[src/hdl/lwep_pkg.sv]
// shared types and constants for the lwe phase decrypt block
package lwep_pkg;

  localparam int unsigned QW = 63;
  localparam int unsigned TW = 16;

  localparam logic [QW-1:0] CIPHER_RESET  = 63'd4294967296;
  localparam logic [TW-1:0] PLAIN_RESET   = 16'd4;
  localparam logic [TW-1:0] DEFAULT_PLAIN = 16'd4;

  // key coefficient codes, two's complement
  localparam logic [1:0] KEY_ZERO = 2'b00;
  localparam logic [1:0] KEY_POS  = 2'b01;
  localparam logic [1:0] KEY_NEG2 = 2'b10;
  localparam logic [1:0] KEY_NEG  = 2'b11;

  // register index as decoded from the address
  localparam logic REG_CIPHER = 1'b0;
  localparam logic REG_PLAIN  = 1'b1;

  typedef struct packed {
    logic [QW-1:0] mask;
    logic [1:0]    key;
    logic [QW-1:0] body;
    logic          last;
    logic          mask_ok;
    logic          body_ok;
  } item_t;

  typedef enum logic [3:0] {
    ST_RUN,
    ST_PREP,
    ST_RED,
    ST_ARITH,
    ST_NEG2,
    ST_PHASE,
    ST_SCALE,
    ST_ROUND,
    ST_OUT
  } back_state_t;

  typedef enum logic [1:0] {
    DST_ACC,
    DST_MASK,
    DST_BODY
  } red_dst_t;

endpackage

[src/hdl/lwep_modred.sv]
// iterative reduction of a 63-bit value modulo q, one bit per cycle
module lwep_modred (
  input  logic                       clk,
  input  logic                       rst,
  input  logic                       start,
  input  logic [lwep_pkg::QW-1:0]    value,
  input  logic [lwep_pkg::QW-1:0]    modulus,
  output logic                       done,
  output logic [lwep_pkg::QW-1:0]    result
);

  logic                    busy;
  logic [5:0]              cnt;
  logic [lwep_pkg::QW-1:0] shreg;
  logic [lwep_pkg::QW-1:0] rem;
  logic [lwep_pkg::QW:0]   trial;
  logic                    ge;

  assign trial  = {rem, shreg[lwep_pkg::QW-1]};
  assign ge     = trial >= {1'b0, modulus};
  assign result = rem;

  always_ff @(posedge clk) begin
    if (rst) begin
      busy <= 1'b0;
      done <= 1'b0;
      cnt  <= '0;
    end else begin
      done <= 1'b0;
      if (start) begin
        busy <= 1'b1;
        cnt  <= 6'(lwep_pkg::QW - 1);
      end else if (busy) begin
        if (cnt == '0) begin
          busy <= 1'b0;
          done <= 1'b1;
        end else begin
          cnt <= cnt - 6'd1;
        end
      end
    end
  end

  always_ff @(posedge clk) begin
    if (start) begin
      shreg <= value;
      rem   <= '0;
    end else if (busy) begin
      shreg <= {shreg[lwep_pkg::QW-2:0], 1'b0};
      // trial < 2q, so one subtract brings it below q
      rem   <= ge ? lwep_pkg::QW'(trial - {1'b0, modulus}) : trial[lwep_pkg::QW-1:0];
    end
  end

endmodule

[config.mk]
export PLATFORM = sky130hd
export DESIGN_NAME = lwep_modred
export DESIGN_NICKNAME = d
export VERILOG_FILES = /design/src/hdl/lwep_pkg.sv /design/src/hdl/lwep_modred.sv
export SDC_FILE = /design/constraint.sdc
export NUM_CORES = 1
export LEC_CHECK = 0
export BUFFER_PORTS_ARGS = -buffer_cell sky130_fd_sc_hd__buf_2
export CAP_MARGIN = 20
export CORE_ASPECT_RATIO = 1.4
export CORE_MARGIN = 5
export CORE_UTILIZATION = 51
export CTS_CLUSTER_SIZE = 24
export DETAILED_ROUTE_END_ITERATION = 16
export MAX_ROUTING_LAYER = met4
export PLACE_DENSITY = 0.79
export SYNTH_ARGS = -nofsm -noshare
export SYNTH_HDL_FRONTEND = slang
export SYNTH_SLANG_ARGS = --single-unit
[constraint.sdc]
create_clock -name clk -period 2.93 [get_ports clk]
set_input_delay 0.1465 -clock clk [delete_from_list [all_inputs] [get_ports clk]]
set_output_delay 0.1465 -clock clk [all_outputs]
set_load 0.01 [all_outputs]
==> flow_summary.yaml <==
outcome:
  outcome: "finished, violations left"
  violations: "setup timing"
worst_setup_path:
  timing.rr.end: "result[62]$_SDFFE_PP0P_"
  r2r.worst_path.cells: 14
  slowest_stage: "edfxtp_1"
  cp_cell_sequence: "inv_1, ha_2, fa_2, nand2b_4, a21oi_4, o21ai_2, a2111oi_2, buf_4, a311oi_4, o221ai_2, a41o_2, nand2_1, mux2_4, o32ai_2"
  reg2reg_slack_ns: -0.17
  max_stage_delay_ns: 0.35
  start_kind: "register"
  crit_family: "compound AO/OA/AOI/OAI gates"
  required_ns: 3.27
  timing.critical_path.buf_inv: 2
  cp_max_fo: 3
  critPathArrivalTime_ns: 3.44
  crit_type: "reg -> reg"
  reg2reg_from: "shreg[62]$_DFFE_PP_"
  crit_path_end_kind: "register"
timing:
  max_freq_mhz: 322.4
  min_period_over_period: 1.059
  finalClockSkew_ns: 0.01124
  setup_viol: 55
  max-slew-margin-rel: 0.4410
  worst_slew_pin_slew_ns: 0.8328
  finalHoldViolCount: 0
  fin_crit_ns: 3.102
  grt_setup_unrepaired: "yes"
  fin_ws_ns: -0.1717
  drv_slew: 0
layout:
  mostFrequentLayoutCell: "buf_4"
  layout-drive-gt1-share: 0.3942
  diodes: 0
  mostFrequentLayoutCells: "buf_4, buf_2, nor2_1"
  final-seq-area_um2: 3323
  fillCellCount: 1495
  area_growth_pct: 38.01
  nets: 1689
  fin_util: 0.7103
  multi_input_area_um2: 6354
yosys:
  syn_avg_cell_area_um2: 8.695
  ys_types: 74
  synth_top_area_frac: 0.1920
  synth_flop_cell: "dfxtp_1"
  syn_area_um2: 9852
  async_flop_share: 0
  seq_area_frac_synth: 0.3363
  synth_top_area_cell: "edfxtp_1"
  yosysWarningCount: 0
  synth_edf_count: 63
  synth_seq_cells: 134
  postSynthCellCount: 1133
  synthTopCellsByArea: "edfxtp_1, dfxtp_1, ha_1, mux2_2, nor2_1"
  syn-num-nets: 1328
global_routing:
  grt.overflow.total: 0
  antenna_found_initial: 0
  grt_max_degree: 127
  grt_usage: 0.2625
  grt_pass1_wl_um: 46660
  grt_pass1_vias: 9800
floorplanning:
  die_w_um: 127.5
  boundaryPins: 193
  die_area_um2: 22240
  initial_utilization: 0.5146
  core_area_um2: 19140
  core.rowCount: 60
  die_h_um: 174.5
place:
  dpl.hpwl_um: 22100
  place_congestion: 0.9634
  port_buffers: 192
min_path:
  min_to: "shreg[23]$_DFFE_PP_"
  worstHoldStart: "value[23]"
  whs_path_depth: 2
  hold_path.class: "in -> reg"
power:
  power_mw: 6.966
  ir_drop_mv: 0.4341
  power.density_nw_per_um2: 512.4
  p_leak_nw: 6.346
drt:
  vias: 9848
  avgViaCountPerCell: 5.611
  final_antenna_net_count: 0
  dr.pass1.iters: 6
  routedWlPerCell_um: 16.59
  drt_iter0_markers: 590
  drc: 0
  routed_wl_um: 29110
clock_network:
  cts_tree: "built"
  htreeDepth: 4
  root_buffer: "clkbuf_16"
  cts_num_sinks: 134
  clock_latency_ns: 0.43
  cts_buffers: 17
  clkTransAtPathRegs_ns: 0.06
  clockBufferDepth: 2
run:
  cap_violations: 0
area by class of cell:
cell class                 count  share of cell area
clock inverter                15             0.01408
tap                          248             0.02282
clock buffer                  17             0.03129
timing repair buffer         406              0.1972
inverter                      83             0.02291
multi-input combinational    852              0.4673
sequential                   134              0.2444
power breakdown:
group	switching [mW]	internal, mW	leakage [nW]	total (mW)
Sequential	0.105	2.16	1.22	2.27
Clock	0.923	1.36	0.292	2.28
Combinational	1.24	1.17	4.83	2.41
state kept, by name (all words and copies together) (netlist names):
register / cells
busy: 1
cnt: 6
done: 1
result: 63
shreg: 63
cells by family (layout without fill, tap and decap cells):
group / after synthesis / count (layout) / synth area share
AO/OA/AOI/OAI: 341 / 341 / 0.2342
AND/OR/NAND/NOR: 305 / 305 / 0.1391
XOR/XNOR: 60 / 60 / 0.05334
adder cells (fa/ha/maj): 66 / 66 / 0.08458
buffers and inverters: 147 / 521 / 0.06286
multiplexers: 80 / 80 / 0.08966
flip-flops: 134 / 134 / 0.3363
timing repair:
item,in CTS,in global routing
cloned,0,1
pin swaps,26,22
resized for setup,64,33
setup buffers,6,1
hold buffers,2,0
endpoints found under the hold margin,8,0
endpoints found under the setup margin,63,63
worst register-to-register path: stages, from the launching register on:
cell,delay [ns]
edfxtp_1,0.35
inv_1,0.05
ha_2,0.18
fa_2,0.35
nand2b_4,0.16
a21oi_4,0.15
o21ai_2,0.09
a2111oi_2,0.33
buf_4,0.21
a311oi_4,0.11
o221ai_2,0.21
a41o_2,0.31
nand2_1,0.11
mux2_4,0.34
o32ai_2,0.08
how the worst max path moves through the flow:
| stage | from | end | slack (ns) | cells past startpoint |
|---|---|---|---|---|
| 2_1_floorplan | shreg[62]$_DFFE_PP_ | result[62]$_SDFFE_PP0P_ | -0.002 | 13 |
| 3_3_place_gp | shreg[62]$_DFFE_PP_ | result[62]$_SDFFE_PP0P_ | -0.26 | 14 |
| 3_5_place_dp | shreg[62]$_DFFE_PP_ | result[54]$_SDFFE_PP0P_ | -0.36 | 14 |
| 4_1_cts | shreg[62]$_DFFE_PP_ | result[62]$_SDFFE_PP0P_ | -0.12 | 14 |
| 5_1_grt | shreg[62]$_DFFE_PP_ | result[62]$_SDFFE_PP0P_ | -0.25 | 14 |
| 6_report | shreg[62]$_DFFE_PP_ | result[62]$_SDFFE_PP0P_ | -0.17 | 14 |
cells in the mapped netlist (5+ instances only):
| library cell | count |
|---|---|
| a211oi_1 | 51 |
| a21o_1 | 34 |
| a21oi_1 | 101 |
| a22oi_1 | 6 |
| a311oi_1 | 6 |
| a31oi_1 | 12 |
| and2_1 | 6 |
| and3_1 | 6 |
| buf_2 | 14 |
| buf_4 | 5 |
| clkbuf_1 | 39 |
| dfxtp_1 | 71 |
| edfxtp_1 | 63 |
| ha_1 | 65 |
| inv_1 | 83 |
| mux2_2 | 65 |
| mux2i_1 | 14 |
| nand2_1 | 68 |
| nand2b_1 | 7 |
| nand3_1 | 7 |
| nand4_1 | 24 |
| nor2_1 | 145 |
| nor2b_1 | 9 |
| nor3_1 | 15 |
| o21ai_0 | 49 |
| o21bai_1 | 14 |
| o31ai_1 | 6 |
| or3_1 | 5 |
| xnor2_1 | 32 |
| xor2_1 | 28 |
routing by layer:
layer	part of all wire	vias to the layer above	track usage
met5	0	-	-
met4	0.035	0	0.1042
met1	0.38	4620	0.2915
met2	0.52	323	0.4574
li1	-	4836	-
met3	0.060	69	0.05226
per-stage QoR:
step / hold slack [ns] / cells / setup WS [ns] / area, um^2 / setup TNS (ns)
after global placement: 0.4228 / 1713 / -0.2637 / 12440 / -5.368
final: 0.02419 / 1755 / -0.1717 / 13600 / -2.646
after detailed placement: 0.4253 / 1713 / -0.3584 / 12440 / -9.106
after CTS: 0.008435 / 1753 / -0.1207 / 13410 / -1.417
after floorplan: 0.3503 / 1133 / -0.001731 / 9874 / -0.001731
after global routing: 0.01604 / 1755 / -0.2529 / 13600 / -10.68
Note: power is estimated with default switching activity, not from simulation.
