`config.mk`:
```
export PLATFORM = sky130hd
export DESIGN_NAME = lwep_front
export DESIGN_NICKNAME = d
export VERILOG_FILES = /design/src/hdl/lwep_pkg.sv /design/src/hdl/lwep_front.sv
export SDC_FILE = /design/constraint.sdc
export NUM_CORES = 1
export LEC_CHECK = 0
export BUFFER_PORTS_ARGS = -buffer_cell sky130_fd_sc_hd__buf_2
export CORE_ASPECT_RATIO = 1.25
export CORE_UTILIZATION = 47
export DETAILED_ROUTE_END_ITERATION = 7
export PLACE_DENSITY = 0.68
export SYNTH_ARGS = -nofsm -noshare
export SYNTH_HDL_FRONTEND = slang
export SYNTH_SLANG_ARGS = --single-unit
```
`constraint.sdc`:
```
create_clock -name clk -period 6 [get_ports clk]
set_clock_uncertainty 0.15 [all_clocks]
set_input_delay 0.6 -clock clk [delete_from_list [all_inputs] [get_ports clk]]
set_output_delay 0.6 -clock clk [all_outputs]
set_load 0.03 [all_outputs]
```
`src/hdl/lwep_pkg.sv`:
```
// shared types and constants for the lwe phase decrypt block
package lwep_pkg;

  localparam int unsigned QW = 63;
  localparam int unsigned TW = 16;

  localparam logic [QW-1:0] CIPHER_RESET  = 63'd4294967296;
  localparam logic [TW-1:0] PLAIN_RESET   = 16'd4;
  localparam logic [TW-1:0] DEFAULT_PLAIN = 16'd4;

  // key coefficient codes, two's complement
  localparam logic [1:0] KEY_ZERO = 2'b00;
  localparam logic [1:0] KEY_POS  = 2'b01;
  localparam logic [1:0] KEY_NEG2 = 2'b10;
  localparam logic [1:0] KEY_NEG  = 2'b11;

  // register index as decoded from the address
  localparam logic REG_CIPHER = 1'b0;
  localparam logic REG_PLAIN  = 1'b1;

  typedef struct packed {
    logic [QW-1:0] mask;
    logic [1:0]    key;
    logic [QW-1:0] body;
    logic          last;
    logic          mask_ok;
    logic          body_ok;
  } item_t;

  typedef enum logic [3:0] {
    ST_RUN,
    ST_PREP,
    ST_RED,
    ST_ARITH,
    ST_NEG2,
    ST_PHASE,
    ST_SCALE,
    ST_ROUND,
    ST_OUT
  } back_state_t;

  typedef enum logic [1:0] {
    DST_ACC,
    DST_MASK,
    DST_BODY
  } red_dst_t;

endpackage

```
`src/hdl/lwep_front.sv`:
```
// input side: range classification of each item and the queue to the back end
module lwep_front #(
  parameter int unsigned DEPTH = 4
) (
  input  logic                        clk,
  input  logic                        rst,
  input  logic                        push,
  output logic                        full,
  input  logic [lwep_pkg::QW-1:0]     mask_coeff,
  input  logic signed [1:0]           key_coeff,
  input  logic [lwep_pkg::QW-1:0]     body_value,
  input  logic                        last_coeff,
  input  logic [lwep_pkg::QW-1:0]     cipher_modulus,
  output lwep_pkg::item_t             head,
  output logic                        head_valid,
  input  logic                        head_pop
);

  localparam int unsigned PW = (DEPTH > 1) ? $clog2(DEPTH) : 1;
  localparam int unsigned CW = $clog2(DEPTH + 1);

  lwep_pkg::item_t slots [DEPTH];
  logic [PW-1:0]   wr_ptr;
  logic [PW-1:0]   rd_ptr;
  logic [CW-1:0]   count;
  logic            accept;
  logic            take;
  lwep_pkg::item_t entry;

  assign full       = count == CW'(DEPTH);
  assign head_valid = count != '0;
  assign head       = slots[rd_ptr];
  assign accept     = push && !full;
  assign take       = head_pop && head_valid;

  always_comb begin
    entry.mask    = mask_coeff;
    entry.key     = $unsigned(key_coeff);
    entry.body    = body_value;
    entry.last    = last_coeff;
    entry.mask_ok = mask_coeff < cipher_modulus;
    entry.body_ok = body_value < cipher_modulus;
  end

  always_ff @(posedge clk) begin
    if (rst) begin
      wr_ptr <= '0;
      rd_ptr <= '0;
      count  <= '0;
    end else begin
      if (accept) begin
        wr_ptr <= (wr_ptr == PW'(DEPTH - 1)) ? '0 : wr_ptr + PW'(1);
      end
      if (take) begin
        rd_ptr <= (rd_ptr == PW'(DEPTH - 1)) ? '0 : rd_ptr + PW'(1);
      end
      if (accept && !take) begin
        count <= count + CW'(1);
      end else if (take && !accept) begin
        count <= count - CW'(1);
      end
    end
  end

  always_ff @(posedge clk) begin
    if (accept) begin
      slots[wr_ptr] <= entry;
    end
  end

endmodule

```
==> results of run 1 <==
[cell type report]
| class | instances | area, um^2 | share of cell area |
|---|---|---|---|
| Antenna cell | 2 | 5.005 | 0.0001912 |
| Clock buffer | 70 | 1389 | 0.05306 |
| Clock inverter | 21 | 192.7 | 0.007362 |
| Inverter | 65 | 244.0 | 0.009322 |
| Multi-Input combinational cell | 471 | 5848 | 0.2234 |
| Sequential cell | 533 | 15920 | 0.6083 |
| Tap cell | 630 | 788.3 | 0.03012 |
| Timing Repair Buffer | 337 | 1784 | 0.06817 |
[worst min path at each step]
stage / cells past startpoint / from / to
2_1_floorplan: 2 / rd_ptr[1] / flip-flop
3_3_place_gp: 2 / rd_ptr[1] / flip-flop
3_5_place_dp: 2 / rd_ptr[1] / flip-flop
4_1_cts: 1 / key_coeff[0] / slots[2][66]
5_1_grt: 1 / mask_coeff[0] / slots[2][68]
6_report: 1 / key_coeff[0] / slots[2][66]
[per-layer routing]
metal	vias up	wire, um	track usage
met5	-	37	0
met4	6	966	0.05216
met3	70	3072	0.05139
met2	321	24770	0.3507
met1	5841	19270	0.2533
li1	5258	-	-
[per-stage QoR]
step | setup WS (ns) | std cells | instance area (um^2) | hold WS, ns | utilization
6_report | 2.295 | 2129 | 26170 | 0.07619 | 0.5646
4_1_cts | 2.164 | 2127 | 26170 | 0.04161 | 0.5645
5_1_grt | 2.056 | 2128 | 26170 | 0.05951 | 0.5646
3_3_place_gp | 2.809 | 2036 | 24590 | 0.3103 | 0.5304
2_1_floorplan | 1.348 | 1100 | 22130 | 0.2967 | -
3_5_place_dp | 2.810 | 2036 | 24590 | 0.3241 | 0.5304
[sequential cells by signal (all words and copies together) (netlist names), named ones only]
name / flops
slots: 524
rd_ptr: 2
count: 3
wr_ptr: 2
[synthesized netlist by cell type, types with 7 or more instances]
cell and number:
buf_2 15, a21o_1 26, inv_1 65, edfxtp_1 524, nand2_1 22, nand4_1 22
o21ai_0 11, nand3_1 9, dfxtp_1 9, ha_1 130, a211oi_1 7, nor2_1 17
a21oi_1 43, mux4_2 131, buf_1 10
[cells in the final DEF, fill, tap and decap left out, types with 2 or more instances in the layout]
| cell | instances |
|---|---|
| a221oi_1 | 2 |
| nor2b_1 | 3 |
| buf_4 | 3 |
| nand4_1 | 22 |
| o21ai_1 | 3 |
| a31oi_1 | 2 |
| and2_4 | 4 |
| buf_12 | 6 |
| clkinv_1 | 7 |
| clkbuf_1 | 16 |
| edfxtp_1 | 524 |
| nand2b_1 | 3 |
| a21o_1 | 26 |
| dfxtp_1 | 7 |
| dfxtp_4 | 2 |
| a211oi_1 | 7 |
| nor2_1 | 17 |
| and3_1 | 2 |
| and4_1 | 5 |
| nand3_1 | 9 |
| or3_1 | 2 |
| ha_1 | 130 |
| a21oi_1 | 43 |
| clkinv_2 | 7 |
| mux4_2 | 131 |
| nor4_1 | 2 |
| mux2i_1 | 3 |
| xor2_1 | 2 |
| clkbuf_16 | 52 |
| nand2_1 | 22 |
| o211ai_1 | 2 |
| buf_2 | 328 |
| bufinv_16 | 3 |
| diode_2 | 2 |
| inv_1 | 65 |
| clkbuf_8 | 2 |
| inv_6 | 2 |
| o21ai_0 | 11 |
| nor3_1 | 4 |
| a211o_1 | 2 |
[power groups by stage]
stage                     clock (mW)  sequential, mW  combinational [mW]
final                           3.06            4.65                2.66
after global placement             0            4.72                2.70
after detailed placement           0            4.74                2.72
after floorplan                    0            4.67                1.93
after global routing            3.25            4.69                2.84
after CTS                       3.13            4.66                2.73
[logic make-up (layout without fill, tap and decap cells)]
logic type | Yosys count | in the layout | synth area share
AO/OA/AOI/OAI | 106 | 106 | 0.03047
XOR/XNOR | 2 | 2 | 0.0007916
adder cells (fa/ha/maj) | 131 | 131 | 0.07440
buffers and inverters | 96 | 493 | 0.01713
flip-flops | 533 | 533 | 0.7191
multiplexers | 134 | 134 | 0.1347
other | 0 | 2 | 0
AND/OR/NAND/NOR | 98 | 98 | 0.02346
==> results by group, run 1 <==
Status
  • Status: completed

CTS
  • TritonCTS Sinks: 533
  • Longest Clk Path Bufs: 3
  • CTS root buf: clkbuf_16
  • CTS buffer count: 51
  • CTS clk-pin slew, worst paths: 0.07 ns
  • CTS tree: yes
  • Hold-fix buffers at CTS: 0
  • Post-CTS resize count: 0
  • Post-CTS setup buffers: 0
  • CTS H-Tree Depth: 2
  • Skew-Pair Late Insertion Delay: 0.59 ns

STA
  • Crit share post-route: 0.6175
  • RSZ-0062 raised after global routing: false
  • Slew margin rel.: 0.3923
  • Least-Margin Pin Slew: 0.9115 ns
  • Slew Limit Fails: 0
  • Setup TNS: 0 ns
  • Fmax: 269.9 MHz
  • Minimum clock period: 3.705 ns
  • Hold Violations, Final: 0
  • Setup violators final: 0

Placement
  • DP HPWL: 31090 um
  • GPL Wtd Cong: 0.7605
  • # port buffers: 328

Synthesis
  • Register bit total from synthesis: 533
  • Most used DFF post-synth: edfxtp_1
  • Synth cell types: 43
  • Synth area leader: edfxtp_1
  • Sequential fraction of the synthesis area: 0.7191
  • Synth top area share: 0.7110
  • Mapped Cells: 1100
  • EDFF count, synth: 524
  • Main area contributors after synthesis: edfxtp_1, mux4_2, ha_1, inv_1, a21oi_1
  • Synthesized cell area: 22130 um^2
  • Ys async rst share: 0
  • Yosys warnings: 0
  • Syn_nets: 1427
  • Syn Area/Cell: 20.12 um^2

Pwr
  • Cell-internal power: 7.221 mW
  • Psw: 3.158 mW
  • Sequential share of power: 0.448
  • Static leakage: 9.574 nW
  • Peak VDD IR: 298.8 uV
  • Comb pwr share: 0.257
  • Clock share of power: 0.295
  • Pwr Total: 10.38 mW
  • Sw Ratio: 0.3043
  • Cell Pwr Density: 396.6 nW/um^2

Critical path
  • Worst Path Buf+Inv: 2
  • CP delay by family, top: flip-flops
  • Crit path capture type: output port
  • Reg2Reg Setup Slack: 3.30 ns
  • CP max stage delay: 0.85 ns
  • Critical Path End: head[17]
  • Arrival time of the worst setup path: 2.96 ns
  • R2R depth: 5
  • Worst Path Required: 5.25 ns
  • Slowest library cell on the worst path: dfxtp_4
  • Crit Path Category: reg2out
  • CP max FO: 74
  • Levels on crit path: 3
  • Cells along the critical path: buf_12, mux4_2, buf_2
  • R2r endpoint: slots[1][19]
  • CP startpoint kind: flip-flop
  • RR Startpoint: count[0]

Routing
  • Initial DRC Count: 607
  • DR vias: 11496
  • Post-DRT Antenna Nets: 0
  • DRC Markers: 0
  • DRT Pass-1 Iters: 5
  • Total routed wirelength: 48110 um
  • Routed vias/inst: 5.400
  • Avg WL per Cell: 22.60 um

Die
  • Io pins: 329
  • Die width: 196.1 um
  • # rows: 88
  • Full die area: 47970 um^2
  • Starting density of the core: 0.4775
  • Core region area: 46350 um^2
  • Die span in y: 244.6 um

Worst hold path
  • Tightest Hold Check Type: in2reg

Layout
  • Area Growth Syn to Fin: 18.26%
  • Ratio of cells with drive above 1 in the final layout: 0.3647
  • Filler cells: 3604
  • Final #Nets: 1786

Global routing
  • Total grt overflow: 0
  • Gr usage total: 0.2023
  • Vias in the first global route: 12113
  • First-pass GRT wire length: 72050 um
  • Largest net degree at the start of global routing: 132
  • Initial antenna violation count: 5

Run
  • Max-Cap Viols: 0
Note: power is estimated with default switching activity, not from simulation.
==> run 2: changes to the inputs <==
- clock period: 6 -> 3.55 ns (I/O delays scaled with it)
==> run 2 against run 1 <==
Compared with the run above: clock-buffer cell count is 5 lower; design area is 5.5% higher; register-to-register slack worse by 2.3 ns; worst hold slack better by 0.12 ns; sequential cell count stayed put; wire length is 4.7% higher; clock power is 64% higher; first-iteration DRC count is 2.5% higher; critical path depth stayed put; core utilization is 3.1 points higher; largest power group unchanged.
==> results by group, run 2 (same netlist as run 1, synthesis figures left out) <==
CTS
  • CTS H-Tree Depth: 2 (unchanged)
  • CTS root buf: clkbuf_16
  • Skew-Pair Late Insertion Delay: 0.59 ns (about the same)
  • Post-CTS setup buffers: 0 (unchanged)
  • Longest Clk Path Bufs: 3 (unchanged)
  • TritonCTS Sinks: 533 (unchanged)
  • Hold-fix buffers at CTS: 131 (+131)
  • CTS clk-pin slew, worst paths: 0.06 ns (about the same)
  • CTS buffer count: 50 (-2.0%)
  • Post-CTS resize count: 0 (unchanged)
  • CTS tree: yes

Global routing
  • Largest net degree at the start of global routing: 90 (-32%)
  • Total grt overflow: 0 (unchanged)
  • First-pass GRT wire length: 75860 um (+5.3%)
  • Gr usage total: 0.2131 (+0.01080)
  • Initial antenna violation count: 2 (-3)
  • Vias in the first global route: 12959 (+7.0%)

Layout
  • Reg with most FFs: slots
  • Most common cell after layout, fill and taps aside: edfxtp_1
  • Ratio of cells with drive above 1 in the final layout: 0.3394 (-0.02530)
  • Max reg flops: 524 (unchanged)
  • Area Growth Syn to Fin: 24.77%
  • Design area: 27610 um^2 (+5.5%)
  • FF/Latch Area: 15920 um^2 (unchanged)
  • Final #Nets: 1927 (+7.9%)
  • Largest registers: slots (524), count (3)
  • Filler cells: 3438 (-4.6%)
  • Post-route insts no fill: 2275 (+6.9%)
  • Post-Route Utilization: 0.5957 (+0.03107)
  • Area of the multi-input gates: 5848 um^2 (unchanged)
  • Commonest non-fill, non-tap cells in the layout: edfxtp_1, buf_2, mux4_2, dlygate4sd3_1, ha_1

Die
  • Starting density of the core: 0.4775 (unchanged)
  • Die width: 196.1 um (unchanged)
  • Io pins: 329 (unchanged)
  • Core region area: 46350 um^2 (unchanged)
  • # rows: 88 (unchanged)
  • Full die area: 47970 um^2 (unchanged)
  • Die span in y: 244.6 um (unchanged)

Critical path
  • Worst Path Required: 3.04 ns (-2.21 ns)
  • CP startpoint kind: flip-flop
  • Arrival time of the worst setup path: 2.50 ns (-0.46 ns)
  • CP max FO: 29 (-61%)
  • Crit path capture type: output port
  • R2R depth: 8 (+3)
  • Crit Path Category: reg2out

Routing
  • DR vias: 12269 (+6.7%)
  • Initial DRC Count: 622 (+2.5%)
  • Total routed wirelength: 50370 um (+4.7%)
  • Post-DRT Antenna Nets: 0 (unchanged)
  • Avg WL per Cell: 22.14 um (-2.0%)
  • Routed vias/inst: 5.393 (-0.13%)
  • DRT Pass-1 Iters: 5 (unchanged)
  • DRC Markers: 0 (unchanged)

STA
  • RSZ-0062 raised after global routing: false
  • Fmax: 333.0 MHz
  • Least-Margin Pin Slew: 0.6959 ns (-0.2156 ns)
  • Minimum clock period: 3.003 ns
  • Slew Limit Fails: 0 (unchanged)
  • Setup TNS: 0 ns (unchanged)
  • Crit share post-route: 0.8459
  • Slew margin rel.: 0.5361 (+0.1437)
  • Setup violators final: 0 (unchanged)
  • Hold Violations, Final: 0 (unchanged)

Pwr
  • Static leakage: 10.19 nW (+6.4%)
  • Pwr Total: 17.63 mW (+70%)
  • Cell Pwr Density: 638.4 nW/um^2 (+61%)
  • Peak VDD IR: 442.0 uV (+48%)

Status
  • Status: completed

Placement
  • # port buffers: 328 (unchanged)
  • DP HPWL: 32370 um (+4.1%)
  • Cells after DPL: 2047 (+0.54%)
  • GPL Wtd Cong: 0.8131 (+6.9%)
  • Post-place instance area: 24770 um^2 (+0.74%)

Worst hold path
  • Worst Hold Depth: 4 (+3)
  • Tightest Hold Check Type: in2reg

Run
  • Max-Cap Viols: 0 (unchanged)
run 2: final cells by class:
class,count,area share
diodes,4,0.0003625
clock buffers,65,0.04966
clock inverters,28,0.005483
inverters,65,0.008836
multi-input cells,471,0.2118
flip-flops and latches,533,0.5766
well taps,630,0.02855
repair buffers,479,0.1187
run 2: report_power, final:
part / internal (mW) / switching, mW
Clock: 2.79 / 2.24
Combinational: 1.83 / 2.94
Sequential: 7.60 / 0.233
run 2: worst max-delay path: stages, from the launching register on:
cell	delay, ns
dfxtp_4	0.79
buf_4	0.37
mux4_2	0.55
buf_2	0.20
run 2: worst paths after layout:
kind              from   endpoint  slack (ns)
max          flip-flop   head[77]        0.55
min reg2reg  rd_ptr[1]  flip-flop        0.34
max reg2reg   count[0]   count[2]        0.99
min               push  wr_ptr[1]        0.19
run 2: metrics by stage:
stage,hold slack (ns),worst slack [ns]
2_1_floorplan,0.2741,0.3657
3_3_place_gp,0.3071,0.7367
3_5_place_dp,0.3297,0.6669
4_1_cts,0.1489,0.4105
5_1_grt,0.2167,0.3684
6_report,0.1927,0.5471
run 2: layer usage:
layer	wire length (um)	share of wire	GRT usage
met3	3058	0.061	0.04919
met1	19900	0.40	0.2689
met4	1344	0.027	0.06756
met2	26030	0.52	0.3653
met5	27	0.00054	0
